<file path="src/rtl/core/iarc_pkg.sv">
`timescale 1ns / 1ps
// ----------------------------------------------------------------------------
// iarc_pkg: shared types and constants for the IMU accel/rate conditioner
// Sequencer states, filter selection, control bundle and register indexes.
// ----------------------------------------------------------------------------
package iarc_pkg;

    localparam int CFG_IDX_W = 3;

    localparam logic [CFG_IDX_W-1:0] CFG_WEIGHT_GRAVITY = 3'd0;
    localparam logic [CFG_IDX_W-1:0] CFG_WEIGHT_LINEAR  = 3'd1;
    localparam logic [CFG_IDX_W-1:0] CFG_WEIGHT_RATE    = 3'd2;
    localparam logic [CFG_IDX_W-1:0] CFG_CLAMP_GRAVITY  = 3'd3;
    localparam logic [CFG_IDX_W-1:0] CFG_CLAMP_LINEAR   = 3'd4;
    localparam logic [CFG_IDX_W-1:0] CFG_CLAMP_RATE     = 3'd5;
    localparam logic [CFG_IDX_W-1:0] CFG_DEAD_ZONE      = 3'd6;

    localparam logic [1:0] AXIS_FIRST = 2'd0;
    localparam logic [1:0] AXIS_LAST  = 2'd2;

    typedef enum logic [1:0] {
        ST_IDLE,
        ST_MUL,
        ST_ACC,
        ST_DONE
    } t_state;

    typedef enum logic [1:0] {
        FILT_GRAV,
        FILT_LIN,
        FILT_RATE
    } t_filt;

    typedef struct packed {
        logic       idle;
        logic       mul_en;
        logic       acc_en;
        logic       done;
        t_filt      filt;
        logic [1:0] axis;
    } t_ctrl;

endpackage

</file>
<file path="src/rtl/core/iarc_seq.sv">
`timescale 1ns / 1ps
// ----------------------------------------------------------------------------
// iarc_seq: step sequencer
// Walks nine multiply/accumulate steps (three filters by three axes) per
// request, then waits for the output register to take the result.
// ----------------------------------------------------------------------------
module iarc_seq
    import iarc_pkg::*;
(
    input  logic  i_clk,
    input  logic  i_rst_n,
    input  logic  i_start,
    input  logic  i_out_free,
    output t_ctrl o_ctrl
);

    t_state     r_state, n_state;
    t_filt      r_filt, n_filt;
    logic [1:0] r_axis, n_axis;

    always_ff @(posedge i_clk) begin
        if (!i_rst_n) begin
            r_state <= ST_IDLE;
            r_filt  <= FILT_GRAV;
            r_axis  <= AXIS_FIRST;
        end else begin
            r_state <= n_state;
            r_filt  <= n_filt;
            r_axis  <= n_axis;
        end
    end

    always_comb begin
        n_state = r_state;
        n_filt  = r_filt;
        n_axis  = r_axis;
        unique case (r_state)
            ST_IDLE: begin
                n_filt = FILT_GRAV;
                n_axis = AXIS_FIRST;
                if (i_start) begin
                    n_state = ST_MUL;
                end
            end
            ST_MUL: begin
                n_state = ST_ACC;
            end
            ST_ACC: begin
                if (r_axis == AXIS_LAST) begin
                    n_axis = AXIS_FIRST;
                    unique case (r_filt)
                        FILT_GRAV: begin
                            n_filt  = FILT_LIN;
                            n_state = ST_MUL;
                        end
                        FILT_LIN: begin
                            n_filt  = FILT_RATE;
                            n_state = ST_MUL;
                        end
                        default: begin
                            n_state = ST_DONE;
                        end
                    endcase
                end else begin
                    n_axis  = r_axis + 2'd1;
                    n_state = ST_MUL;
                end
            end
            ST_DONE: begin
                if (i_out_free) begin
                    n_state = ST_IDLE;
                end
            end
            default: begin
                n_state = ST_IDLE;
            end
        endcase
    end

    always_comb begin
        o_ctrl        = '0;
        o_ctrl.filt   = r_filt;
        o_ctrl.axis   = r_axis;
        unique case (r_state)
            ST_IDLE: o_ctrl.idle   = 1'b1;
            ST_MUL:  o_ctrl.mul_en = 1'b1;
            ST_ACC:  o_ctrl.acc_en = 1'b1;
            ST_DONE: o_ctrl.done   = i_out_free;
            default: o_ctrl.idle   = 1'b0;
        endcase
    end

endmodule

</file>
<file path="src/rtl/core/iarc_mac.sv">
`timescale 1ns / 1ps
// ----------------------------------------------------------------------------
// iarc_mac: shared filter unit
// One multiplier step per filter axis: held + (w * (x - held)) >>> FRAC,
// then pass-through, symmetric clamp and, for linear accel, deadband.
// ----------------------------------------------------------------------------
module iarc_mac
    import iarc_pkg::*;
#(
    parameter int SAMPLE_BITS      = 16,
    parameter int WEIGHT_FRAC_BITS = 16
) (
    input  logic                          i_clk,
    input  t_ctrl                         i_ctrl,
    input  logic [WEIGHT_FRAC_BITS:0]     i_weight,
    input  logic [SAMPLE_BITS-2:0]        i_clamp,
    input  logic [SAMPLE_BITS-2:0]        i_dead_zone,
    input  logic signed [SAMPLE_BITS-1:0] i_x,
    input  logic signed [SAMPLE_BITS-1:0] i_h,
    input  logic                          i_pass,
    output logic signed [SAMPLE_BITS-1:0] o_result
);

    localparam int SB = SAMPLE_BITS;
    localparam int FB = WEIGHT_FRAC_BITS;
    localparam int PW = SB + FB + 3;

    logic [FB:0]            w_sat;
    logic signed [FB+1:0]   w_ext;
    logic signed [SB:0]     d;
    logic signed [PW-1:0]   n_p;

    logic signed [PW-1:0]   r_p;
    logic signed [SB-1:0]   r_x;
    logic signed [SB-1:0]   r_h;
    logic                   r_pass;

    logic signed [SB+1:0]   sum;
    logic signed [SB-1:0]   f;
    logic signed [SB-1:0]   lim_p;
    logic signed [SB-1:0]   lim_n;
    logic signed [SB-1:0]   dz_p;
    logic signed [SB-1:0]   dz_n;
    logic signed [SB-1:0]   c;

    always_comb begin
        w_sat = i_weight[FB] ? {1'b1, {FB{1'b0}}} : i_weight;
        w_ext = signed'({1'b0, w_sat});
        d     = {i_x[SB-1], i_x} - {i_h[SB-1], i_h};
        n_p   = PW'(w_ext) * PW'(d);
    end

    always_ff @(posedge i_clk) begin
        if (i_ctrl.mul_en) begin
            r_p    <= n_p;
            r_x    <= i_x;
            r_h    <= i_h;
            r_pass <= i_pass;
        end
    end

    always_comb begin
        sum   = (SB+2)'(r_p >>> FB) + (SB+2)'(r_h);
        f     = r_pass ? r_x : sum[SB-1:0];
        lim_p = signed'({1'b0, i_clamp});
        lim_n = -lim_p;
        dz_p  = signed'({1'b0, i_dead_zone});
        dz_n  = -dz_p;
        priority if (f > lim_p) begin
            c = lim_p;
        end else if (f < lim_n) begin
            c = lim_n;
        end else begin
            c = f;
        end
        if (i_ctrl.filt == FILT_LIN) begin
            priority if (c > dz_p) begin
                o_result = c - dz_p;
            end else if (c < dz_n) begin
                o_result = c + dz_p;
            end else begin
                o_result = '0;
            end
        end else begin
            o_result = c;
        end
    end

endmodule

</file>
<file path="src/rtl/core/imu_accel_rate_conditioner_unit.sv">
`timescale 1ns / 1ps
// ----------------------------------------------------------------------------
// imu_accel_rate_conditioner_unit: IMU acceleration and rate conditioner
// Sequence: 9 steps on the one shared multiplier, each a multiply state then an
//   accumulate state, then a load into the output register.
// A new request is taken only once the sequencer is back in idle; output stalls delay that.
// Reset: synchronous active low; filter state clears to zero, registers load
//   their defaults, output register empties.
// ----------------------------------------------------------------------------
module imu_accel_rate_conditioner_unit
    import iarc_pkg::*;
#(
    parameter int SAMPLE_BITS      = 16,
    parameter int WEIGHT_FRAC_BITS = 16
) (
    input  logic                    i_clk,
    input  logic                    i_rst_n,

    input  logic                    i_cfg_we,
    input  logic [CFG_IDX_W-1:0]    i_cfg_index,
    input  logic [((WEIGHT_FRAC_BITS + 1 > SAMPLE_BITS - 1) ?
                   WEIGHT_FRAC_BITS + 1 : SAMPLE_BITS - 1)-1:0] i_cfg_data,

    input  logic                    i_in_valid,
    output logic                    o_in_stall,
    input  logic [SAMPLE_BITS-1:0]  i_raw_acc_x,
    input  logic [SAMPLE_BITS-1:0]  i_raw_acc_y,
    input  logic [SAMPLE_BITS-1:0]  i_raw_acc_z,
    input  logic [SAMPLE_BITS-1:0]  i_raw_rate_x,
    input  logic [SAMPLE_BITS-1:0]  i_raw_rate_y,
    input  logic [SAMPLE_BITS-1:0]  i_raw_rate_z,
    input  logic [SAMPLE_BITS-1:0]  i_grav_est_x,
    input  logic [SAMPLE_BITS-1:0]  i_grav_est_y,
    input  logic [SAMPLE_BITS-1:0]  i_grav_est_z,

    output logic                    o_out_valid,
    input  logic                    i_out_stall,
    output logic [SAMPLE_BITS-1:0]  o_out_acc_x,
    output logic [SAMPLE_BITS-1:0]  o_out_acc_y,
    output logic [SAMPLE_BITS-1:0]  o_out_acc_z,
    output logic [SAMPLE_BITS-1:0]  o_out_rate_x,
    output logic [SAMPLE_BITS-1:0]  o_out_rate_y,
    output logic [SAMPLE_BITS-1:0]  o_out_rate_z
);

    localparam int SB  = SAMPLE_BITS;
    localparam int FB  = WEIGHT_FRAC_BITS;
    localparam int QFB = SB - 6;

    localparam logic [63:0] W_ONE    = 64'd1 << FB;
    localparam logic [63:0] Q_ONE    = 64'd1 << QFB;
    localparam logic [63:0] RST_WG   = (64'd3 * W_ONE + 64'd5) / 64'd10;
    localparam logic [63:0] RST_WL   = (W_ONE + 64'd10) / 64'd20;
    localparam logic [63:0] RST_WR   = W_ONE >> 1;
    localparam logic [63:0] RST_CG   = (64'd1081 * Q_ONE + 64'd50) / 64'd100;
    localparam logic [63:0] RST_CL   = Q_ONE;
    localparam logic [63:0] RST_DZ   = (Q_ONE + 64'd50) / 64'd100;

    t_ctrl ctrl;
    logic  in_acc;
    logic  out_free;

    logic [FB:0]   r_w_grav, r_w_lin, r_w_rate;
    logic [SB-2:0] r_c_grav, r_c_lin, r_c_rate, r_dead_zone;

    logic signed [SB-1:0] r_acc  [3];
    logic signed [SB-1:0] r_rate [3];
    logic signed [SB-1:0] r_grav [3];
    logic signed [SB-1:0] r_held_grav [3];
    logic signed [SB-1:0] r_held_lin  [3];
    logic signed [SB-1:0] r_held_rate [3];
    logic [2:0]           r_pass;

    logic                 r_out_valid;
    logic signed [SB-1:0] r_out_acc  [3];
    logic signed [SB-1:0] r_out_rate [3];

    logic signed [SB-1:0] hg_sel;
    logic signed [SB-1:0] gr_sel;
    logic signed [SB:0]   diff_w;
    logic signed [SB-1:0] diff_sat;

    logic [FB:0]          mac_w;
    logic [SB-2:0]        mac_lim;
    logic signed [SB-1:0] mac_x;
    logic signed [SB-1:0] mac_h;
    logic                 mac_pass;
    logic signed [SB-1:0] mac_y;

    assign in_acc     = i_in_valid && !o_in_stall;
    assign o_in_stall = !ctrl.idle;
    assign out_free   = !r_out_valid || !i_out_stall;

    iarc_seq u_seq (
        .i_clk      (i_clk),
        .i_rst_n    (i_rst_n),
        .i_start    (in_acc),
        .i_out_free (out_free),
        .o_ctrl     (ctrl)
    );

    always_ff @(posedge i_clk) begin
        if (!i_rst_n) begin
            r_w_grav    <= RST_WG[FB:0];
            r_w_lin     <= RST_WL[FB:0];
            r_w_rate    <= RST_WR[FB:0];
            r_c_grav    <= RST_CG[SB-2:0];
            r_c_lin     <= RST_CL[SB-2:0];
            r_c_rate    <= RST_CL[SB-2:0];
            r_dead_zone <= RST_DZ[SB-2:0];
        end else if (i_cfg_we) begin
            unique case (i_cfg_index)
                CFG_WEIGHT_GRAVITY: r_w_grav    <= i_cfg_data[FB:0];
                CFG_WEIGHT_LINEAR:  r_w_lin     <= i_cfg_data[FB:0];
                CFG_WEIGHT_RATE:    r_w_rate    <= i_cfg_data[FB:0];
                CFG_CLAMP_GRAVITY:  r_c_grav    <= i_cfg_data[SB-2:0];
                CFG_CLAMP_LINEAR:   r_c_lin     <= i_cfg_data[SB-2:0];
                CFG_CLAMP_RATE:     r_c_rate    <= i_cfg_data[SB-2:0];
                CFG_DEAD_ZONE:      r_dead_zone <= i_cfg_data[SB-2:0];
                default: ;
            endcase
        end
    end

    // capture request and pass-through flags from state before update
    always_ff @(posedge i_clk) begin
        if (in_acc) begin
            r_acc[0]  <= i_raw_acc_x;
            r_acc[1]  <= i_raw_acc_y;
            r_acc[2]  <= i_raw_acc_z;
            r_rate[0] <= i_raw_rate_x;
            r_rate[1] <= i_raw_rate_y;
            r_rate[2] <= i_raw_rate_z;
            r_grav[0] <= i_grav_est_x;
            r_grav[1] <= i_grav_est_y;
            r_grav[2] <= i_grav_est_z;
            r_pass[0] <= (r_held_grav[0] == '0) && (r_held_grav[1] == '0)
                         && (r_held_grav[2] == '0);
            r_pass[1] <= (r_held_lin[0] == '0) && (r_held_lin[1] == '0)
                         && (r_held_lin[2] == '0);
            r_pass[2] <= (r_held_rate[0] == '0) && (r_held_rate[1] == '0)
                         && (r_held_rate[2] == '0);
        end
    end

    always_comb begin
        hg_sel = r_held_grav[ctrl.axis];
        gr_sel = r_grav[ctrl.axis];
        diff_w = {hg_sel[SB-1], hg_sel} - {gr_sel[SB-1], gr_sel};
        if (diff_w[SB] != diff_w[SB-1]) begin
            diff_sat = diff_w[SB] ? {1'b1, {(SB-1){1'b0}}} : {1'b0, {(SB-1){1'b1}}};
        end else begin
            diff_sat = diff_w[SB-1:0];
        end
    end

    always_comb begin
        unique case (ctrl.filt)
            FILT_GRAV: begin
                mac_w    = r_w_grav;
                mac_lim  = r_c_grav;
                mac_x    = r_acc[ctrl.axis];
                mac_h    = hg_sel;
                mac_pass = r_pass[0];
            end
            FILT_LIN: begin
                mac_w    = r_w_lin;
                mac_lim  = r_c_lin;
                mac_x    = diff_sat;
                mac_h    = r_held_lin[ctrl.axis];
                mac_pass = r_pass[1];
            end
            default: begin
                mac_w    = r_w_rate;
                mac_lim  = r_c_rate;
                mac_x    = r_rate[ctrl.axis];
                mac_h    = r_held_rate[ctrl.axis];
                mac_pass = r_pass[2];
            end
        endcase
    end

    iarc_mac #(
        .SAMPLE_BITS      (SB),
        .WEIGHT_FRAC_BITS (FB)
    ) u_mac (
        .i_clk       (i_clk),
        .i_ctrl      (ctrl),
        .i_weight    (mac_w),
        .i_clamp     (mac_lim),
        .i_dead_zone (r_dead_zone),
        .i_x         (mac_x),
        .i_h         (mac_h),
        .i_pass      (mac_pass),
        .o_result    (mac_y)
    );

    always_ff @(posedge i_clk) begin
        if (!i_rst_n) begin
            for (int i = 0; i < 3; i++) begin
                r_held_grav[i] <= '0;
                r_held_lin[i]  <= '0;
                r_held_rate[i] <= '0;
            end
        end else if (ctrl.acc_en) begin
            unique case (ctrl.filt)
                FILT_GRAV: r_held_grav[ctrl.axis] <= mac_y;
                FILT_LIN:  r_held_lin[ctrl.axis]  <= mac_y;
                default:   r_held_rate[ctrl.axis] <= mac_y;
            endcase
        end
    end

    always_ff @(posedge i_clk) begin
        if (!i_rst_n) begin
            r_out_valid <= 1'b0;
        end else if (ctrl.done) begin
            r_out_valid <= 1'b1;
        end else if (!i_out_stall) begin
            r_out_valid <= 1'b0;
        end
    end

    always_ff @(posedge i_clk) begin
        if (ctrl.done) begin
            for (int i = 0; i < 3; i++) begin
                r_out_acc[i]  <= r_held_lin[i];
                r_out_rate[i] <= r_held_rate[i];
            end
        end
    end

    assign o_out_valid  = r_out_valid;
    assign o_out_acc_x  = r_out_acc[0];
    assign o_out_acc_y  = r_out_acc[1];
    assign o_out_acc_z  = r_out_acc[2];
    assign o_out_rate_x = r_out_rate[0];
    assign o_out_rate_y = r_out_rate[1];
    assign o_out_rate_z = r_out_rate[2];

    a_busy_after_request: assert property (
        @(posedge i_clk) disable iff (!i_rst_n)
        in_acc |=> o_in_stall
    ) else $error("request accepted while sequencer not idle afterwards");

    a_out_load_from_done: assert property (
        @(posedge i_clk) disable iff (!i_rst_n)
        $rose(r_out_valid) |-> $past(ctrl.done)
    ) else $error("output valid raised without a finished request");

    a_state_hold_idle: assert property (
        @(posedge i_clk) disable iff (!i_rst_n)
        (ctrl.idle && !in_acc) |=> ($stable(r_held_grav[0]) && $stable(r_held_lin[0])
                                    && $stable(r_held_rate[2]))
    ) else $error("filter state changed while idle");

endmodule
</file>
<file path="config.mk">
export PLATFORM = sky130hd
export DESIGN_NAME = imu_accel_rate_conditioner_unit
export DESIGN_NICKNAME = d
export VERILOG_FILES = /design/src/rtl/core/iarc_pkg.sv /design/src/rtl/core/iarc_seq.sv /design/src/rtl/core/iarc_mac.sv /design/src/rtl/core/imu_accel_rate_conditioner_unit.sv
export SDC_FILE = /design/constraint.sdc
export NUM_CORES = 2
export LEC_CHECK = 0
export ABC_AREA = 1
export CAP_MARGIN = 0
export CORE_AREA = 4 4 287 317
export CTS_CLUSTER_SIZE = 8
export DETAILED_ROUTE_END_ITERATION = 6
export DIE_AREA = 0 0 291 321
export DONT_BUFFER_PORTS = 1
export GPL_ROUTABILITY_DRIVEN = 0
export PLACE_DENSITY = 0.61
export SLEW_MARGIN = 25
export SYNTH_ARGS = -nofsm -noshare
export SYNTH_HDL_FRONTEND = slang
export SYNTH_SLANG_ARGS = --single-unit
</file>
<file path="constraint.sdc">
create_clock -name i_clk -period 12.8 [get_ports i_clk]
set_input_delay 0.64 -clock i_clk [delete_from_list [all_inputs] [get_ports i_clk]]
set_output_delay 0.64 -clock i_clk [all_outputs]
set_load 0.05 [all_outputs]
</file>
Yosys cells after proc, flatten, opt, wreduce, memory -nomap -nowiden --
Memories as Yosys holds them, arrays and structs flattened. A register that Yosys moved wholly into a read port is not among the register bits. Cells that the tools add are included.
Word-level totals: logic and storage cells 159, output and inout port bits 98, input bits 169, register bits after elaboration 186, memories kept 8, bits in writable memories 384
Operators by class: eq/ne operators 17, magnitude comparators 4, reduce and logical (&&, ||, !) cells 37, $add $sub $neg 8, multiply operators 1, muxes and demuxes 68
Memory list:
- r_acc | depth 3, width 16, rd ports 1, clocked after memory_dff 1, wr ports 3, line imu_accel_rate_conditioner_unit.sv:66 | logic signed [SB-1:0] r_acc [3];
- r_grav | depth 3, width 16, rd ports 1, clocked after memory_dff 1, wr ports 3, line imu_accel_rate_conditioner_unit.sv:68 | logic signed [SB-1:0] r_grav [3];
- r_held_grav | depth 3, width 16, rd ports 4, clocked after memory_dff 1, wr ports 3, line imu_accel_rate_conditioner_unit.sv:69 | logic signed [SB-1:0] r_held_grav [3];
- r_held_lin | depth 3, width 16, rd ports 4, clocked after memory_dff 1, wr ports 3, line imu_accel_rate_conditioner_unit.sv:70 | logic signed [SB-1:0] r_held_lin [3];
- r_held_rate | depth 3, width 16, rd ports 4, clocked after memory_dff 1, wr ports 3, line imu_accel_rate_conditioner_unit.sv:71 | logic signed [SB-1:0] r_held_rate [3];
- r_out_acc | depth 3, width 16, rd ports 3, clocked after memory_dff 0, wr ports 3, line imu_accel_rate_conditioner_unit.sv:75 | logic signed [SB-1:0] r_out_acc [3];
- +2 memories
Operator list (number):
- $mux 16 | 11
- $logic_not 16->1 | 9
- $pmux 16 s2 | 2
- $reduce_or 16->1 | 3
- $mux 2 | 21
- $pmux 17 s2 | 1
- $sub 16x16->17 | 2
- $add 16x16->16 | 2
- $gt 16x16->1 | 2
- $lt 16x16->1 | 2
- $mul 18x17->32 | 1
- $neg 15->16 | 2
- $pmux 15 s2 | 1
- $mux 1 | 26
- $mux 17 | 1
- $reduce_and 2->1 | 8
- $sub 16x16->16 | 1
- $pmux 2 s2 | 3
- $eq 3x3->1 const B | 3
- $pmux 2 s4 | 1
- $logic_and 1x1->1 | 7
- $eq 2x2->1 const B | 3
- $eq 3x2->1 const B | 2
- $ne 2x1->1 const B | 3
- 14 further kinds | 18

Longest topological paths before layout --
depth after elaboration 11, depth in mapped cells 60, depth with buffers taken out 56

Modules after synthesis --
Synthesis repeated with hierarchy kept, for this count alone.
Second synthesis, totals: cell total of the unflattened synthesis 4223, area, all modules 38727.1 µm²
Modules (own cells, without submodules):
- imu_accel_rate_conditioner_unit | instances 1, cells an instance 1982, area an instance 22081.2 µm², sequential area each 15304.7 µm²
- iarc_mac | instances 1, cells an instance 2196, area an instance 16351.9 µm², sequential area each 1471.4 µm²
- iarc_seq | instances 1, cells an instance 45, area an instance 294.0 µm², sequential area each 120.1 µm²

Least setup slack after synthesis --
OpenSTA, ideal clock, no wires.
path type reg2reg, start point register with a tool-made name, end point register u_mac.r_p[28] (data pin), path slack 2212 ps, path buffers 6, data required time 12548 ps, arrival time 10335 ps, period minus slack after synthesis 10588 ps, setup time 252 ps, stages on the path, launching flop included 59, cell sequence dfxtp_1 -> clkbuf_1 -> inv_2 -> clkbuf_1 -> clkbuf_1 -> clkbuf_1 -> nand2_1 -> a21oi_1 -> ha_1 -> inv_1 -> fa_1 -> nand3_1 -> nand3_1 -> nand3_1 -> nand3_1 -> nand2_1 -> nand2_1 -> nand2_1 -> [... 23 more ...] -> inv_1 -> fa_1 -> inv_1 -> fa_1 -> fa_1 -> inv_1 -> fa_1 -> inv_1 -> ha_1 -> a21oi_1 -> o21ai_0 -> a21o_1 -> a221oi_1 -> nand2_1 -> nand2_1 -> nand2_1 -> nand2_1 -> nand2_1
RTL lines:
- end signal: assignment | line iarc_mac.sv:55 | r_p <= n_p;
- end: declaration | line iarc_mac.sv:33 | logic signed [PW-1:0] r_p;

==> impl_results.md <==
* Fin worst setup slack at 0.935 ns
* Setup Fix Bufs, Post-CTS at 0
* Cell repeated most along the worst path: nand2_1
* CP endpoint kind: register
* CTS tree: yes
* Top post-synthesis cells by area: edfxtp_1 (37%), fa_1 (12%), ha_1 (7.4%)
* Syn nets at 4872
* Worst hold stages at 0
* Worst-Margin Slew at 1.09 ns
* Stages on worst setup path at 50
* Synth area leader: edfxtp_1
* Status: completed
* Worst path slowest cell: inv_2
* Fin Hold WS at 0.0964 ns
* Worst Path Max Fanout at 54
* Synth top area share at 0.371
* Max-cap violations at 0
* Relative slew slack at 0.272
* Cell variety after synth at 60
* Critical path class: reg -> reg
* Finished Core Util at 0.489
* WP data arrival at 12.24 ns
* Post-route ant nets at 0
* CTS Buffer Depth at 3
* Die height at 321 um
* Clk slew on worst S/H paths at 0.06 ns
* Initial core utilization at 0.448
* Area delta synth->final at 9.16%
* NumNets Final at 4837
* Top delay family on crit path: adder cells
* Total clock sinks at 604
* Final Hold Vio Count at 0
* Count leader, synth: nand2_1
* Synth cell count leaders: nand2_1 (719), nor2_1 (603), inv_1 (528)
* # hold bufs at CTS at 0
* Top_reg_cell synth: edfxtp_1
* Routed vias/inst at 5.63
* First-pass GRT wire length at 184000 um
* IO buf count at 0
* Synth Register Bits at 604
* FMAX at 84.3 MHz
* Final setup TNS at 0 ns
* DP HPWL at 92400 um
* Vias at 30466
* Row count at 114
* Mapped Area at 0.0392 mm2
* Number of synthesized flops with an enable pin at 484
* Final setup vio count at 0
* Vias in the first global route at 29645
* YS warnings at 0
* Worst slack at placement at 1.14 ns
* Ys async rst share at 0
* DR iter-0 viols at 2981
* HP Class: in -> reg
* PostCTS Resize Cnt at 0
* Synthesized area per cell at 9.24 um2
* CP Buf/Inv Count at 9
* Startpoint types: register
* Crit share post-route at 0.927
* Seq/Total Area, Yosys at 0.432
* CTS Buf Count at 86
* Largest net degree at the start of global routing at 123
* Reg2Reg Depth at 50
* Die outline width at 291 um
* Share of cells above drive strength 1 at 0.0723
* Slew Viols, Final at 0
* Req. time, crit path at 13.18 ns
* Synth Instances at 4243
* Post-layout min period at 11.87 ns
* Clock root cell: clkbuf_16
* Gr ovfl total at 0
* Initial antenna violation count at 11
* Io pins at 267
* All-Layer GR Usage at 0.257
* Worst path max stage delay at 0.63 ns
* Die ar. at 0.0934 mm2
* R2r setup slk at 0.93 ns
* Final wirelength at 123000 um
* RSZ-0062 raised after global routing: false
* TritonRoute pass-1 iters at 6
* Fillers at 8257
* DRC at 0
* Clk_lat worst skew at 0.66 ns
* Core area at 0.0876 mm2
* Routed wire length per instance at 22.6 um
* Skew final at 0.0844 ns
* H-Tree Level Count at 3
==> flip-flops by register name (all words and copies together), names as in the netlist, named ones only <==
signal and flops:
r_pass 3, r_grav 48, r_dead_zone 15, r_held_rate 64
u_mac.r_x 16, u_mac.r_h 16, o_out_valid 1, r_w_rate 17
u_mac.r_pass 1, r_c_grav 15, r_c_lin 15, u_seq.r_filt 2
r_out_acc 48, r_out_rate 48, r_w_lin 17, r_held_grav 64
u_seq.r_axis 2, r_rate 48, r_held_lin 64, r_acc 48
r_c_rate 15, u_mac.r_p 16, r_w_grav 17, u_seq.r_state 2
==> final cells by class <==
| class | instances | area, um2 | share of cell area |
|---|---|---|---|
| Antenna cell | 5 | 12.5 | 0.000292 |
| Clock buffer | 119 | 2290 | 0.0534 |
| Clock inverter | 9 | 169 | 0.00395 |
| Inverter | 560 | 2100 | 0.0492 |
| Multi-Input combinational cell | 2919 | 19500 | 0.457 |
| Sequential cell | 604 | 16900 | 0.396 |
| Tap cell | 1160 | 1450 | 0.0339 |
| Timing Repair Buffer | 37 | 278 | 0.00649 |
==> cell usage in the layout (no fill, tap or decap), types with 69 or more instances in the layout <==
master,n
a21oi_1,192
nor2_1,600
ha_1,232
nand2_1,719
nand3_1,154
fa_1,228
o21ai_0,285
xor2_1,69
edfxtp_1,484
dfxtp_1,117
inv_1,527
clkbuf_16,86
==> per-stage QoR <==
stage               instances  instance area (um2)
detailed placement       5280                40300
CTS                      5408                42800
global placement         5280                40300
global route             5412                42800
floorplan                4243                39200
finish                   5413                42800
==> final timing paths <==
kind / start / end
worst max-delay path: register / u_mac.r_p[28]
worst min-delay path: i_raw_acc_x[6] / r_acc[0][6]
worst max register to register: register / u_mac.r_p[28]
worst min register to register: r_c_lin[4] / r_c_lin[4]
==> cells by family after synthesis <==
group	count (synthesis)	synth area share
and+or+nand+nor	1691	0.182
buffers and inverters	720	0.0712
AOI/OAI and AO/OA	684	0.106
DFF	604	0.432
xor gates and xnor gates	83	0.0185
muxes	1	0.000255
adders and majority gates	460	0.191
==> routing by layer <==
metal	GRT usage	vias up	share of wire
li1	-	13997	-
met1	0.329	14808	0.40
met2	0.428	1381	0.47
met3	0.0566	276	0.085
met4	0.0964	4	0.044
met5	0	-	0.00022
Power is left out: the tool's default activity adds up to more than one toggle a clock period on the data nets, which glitch-free logic cannot reach.
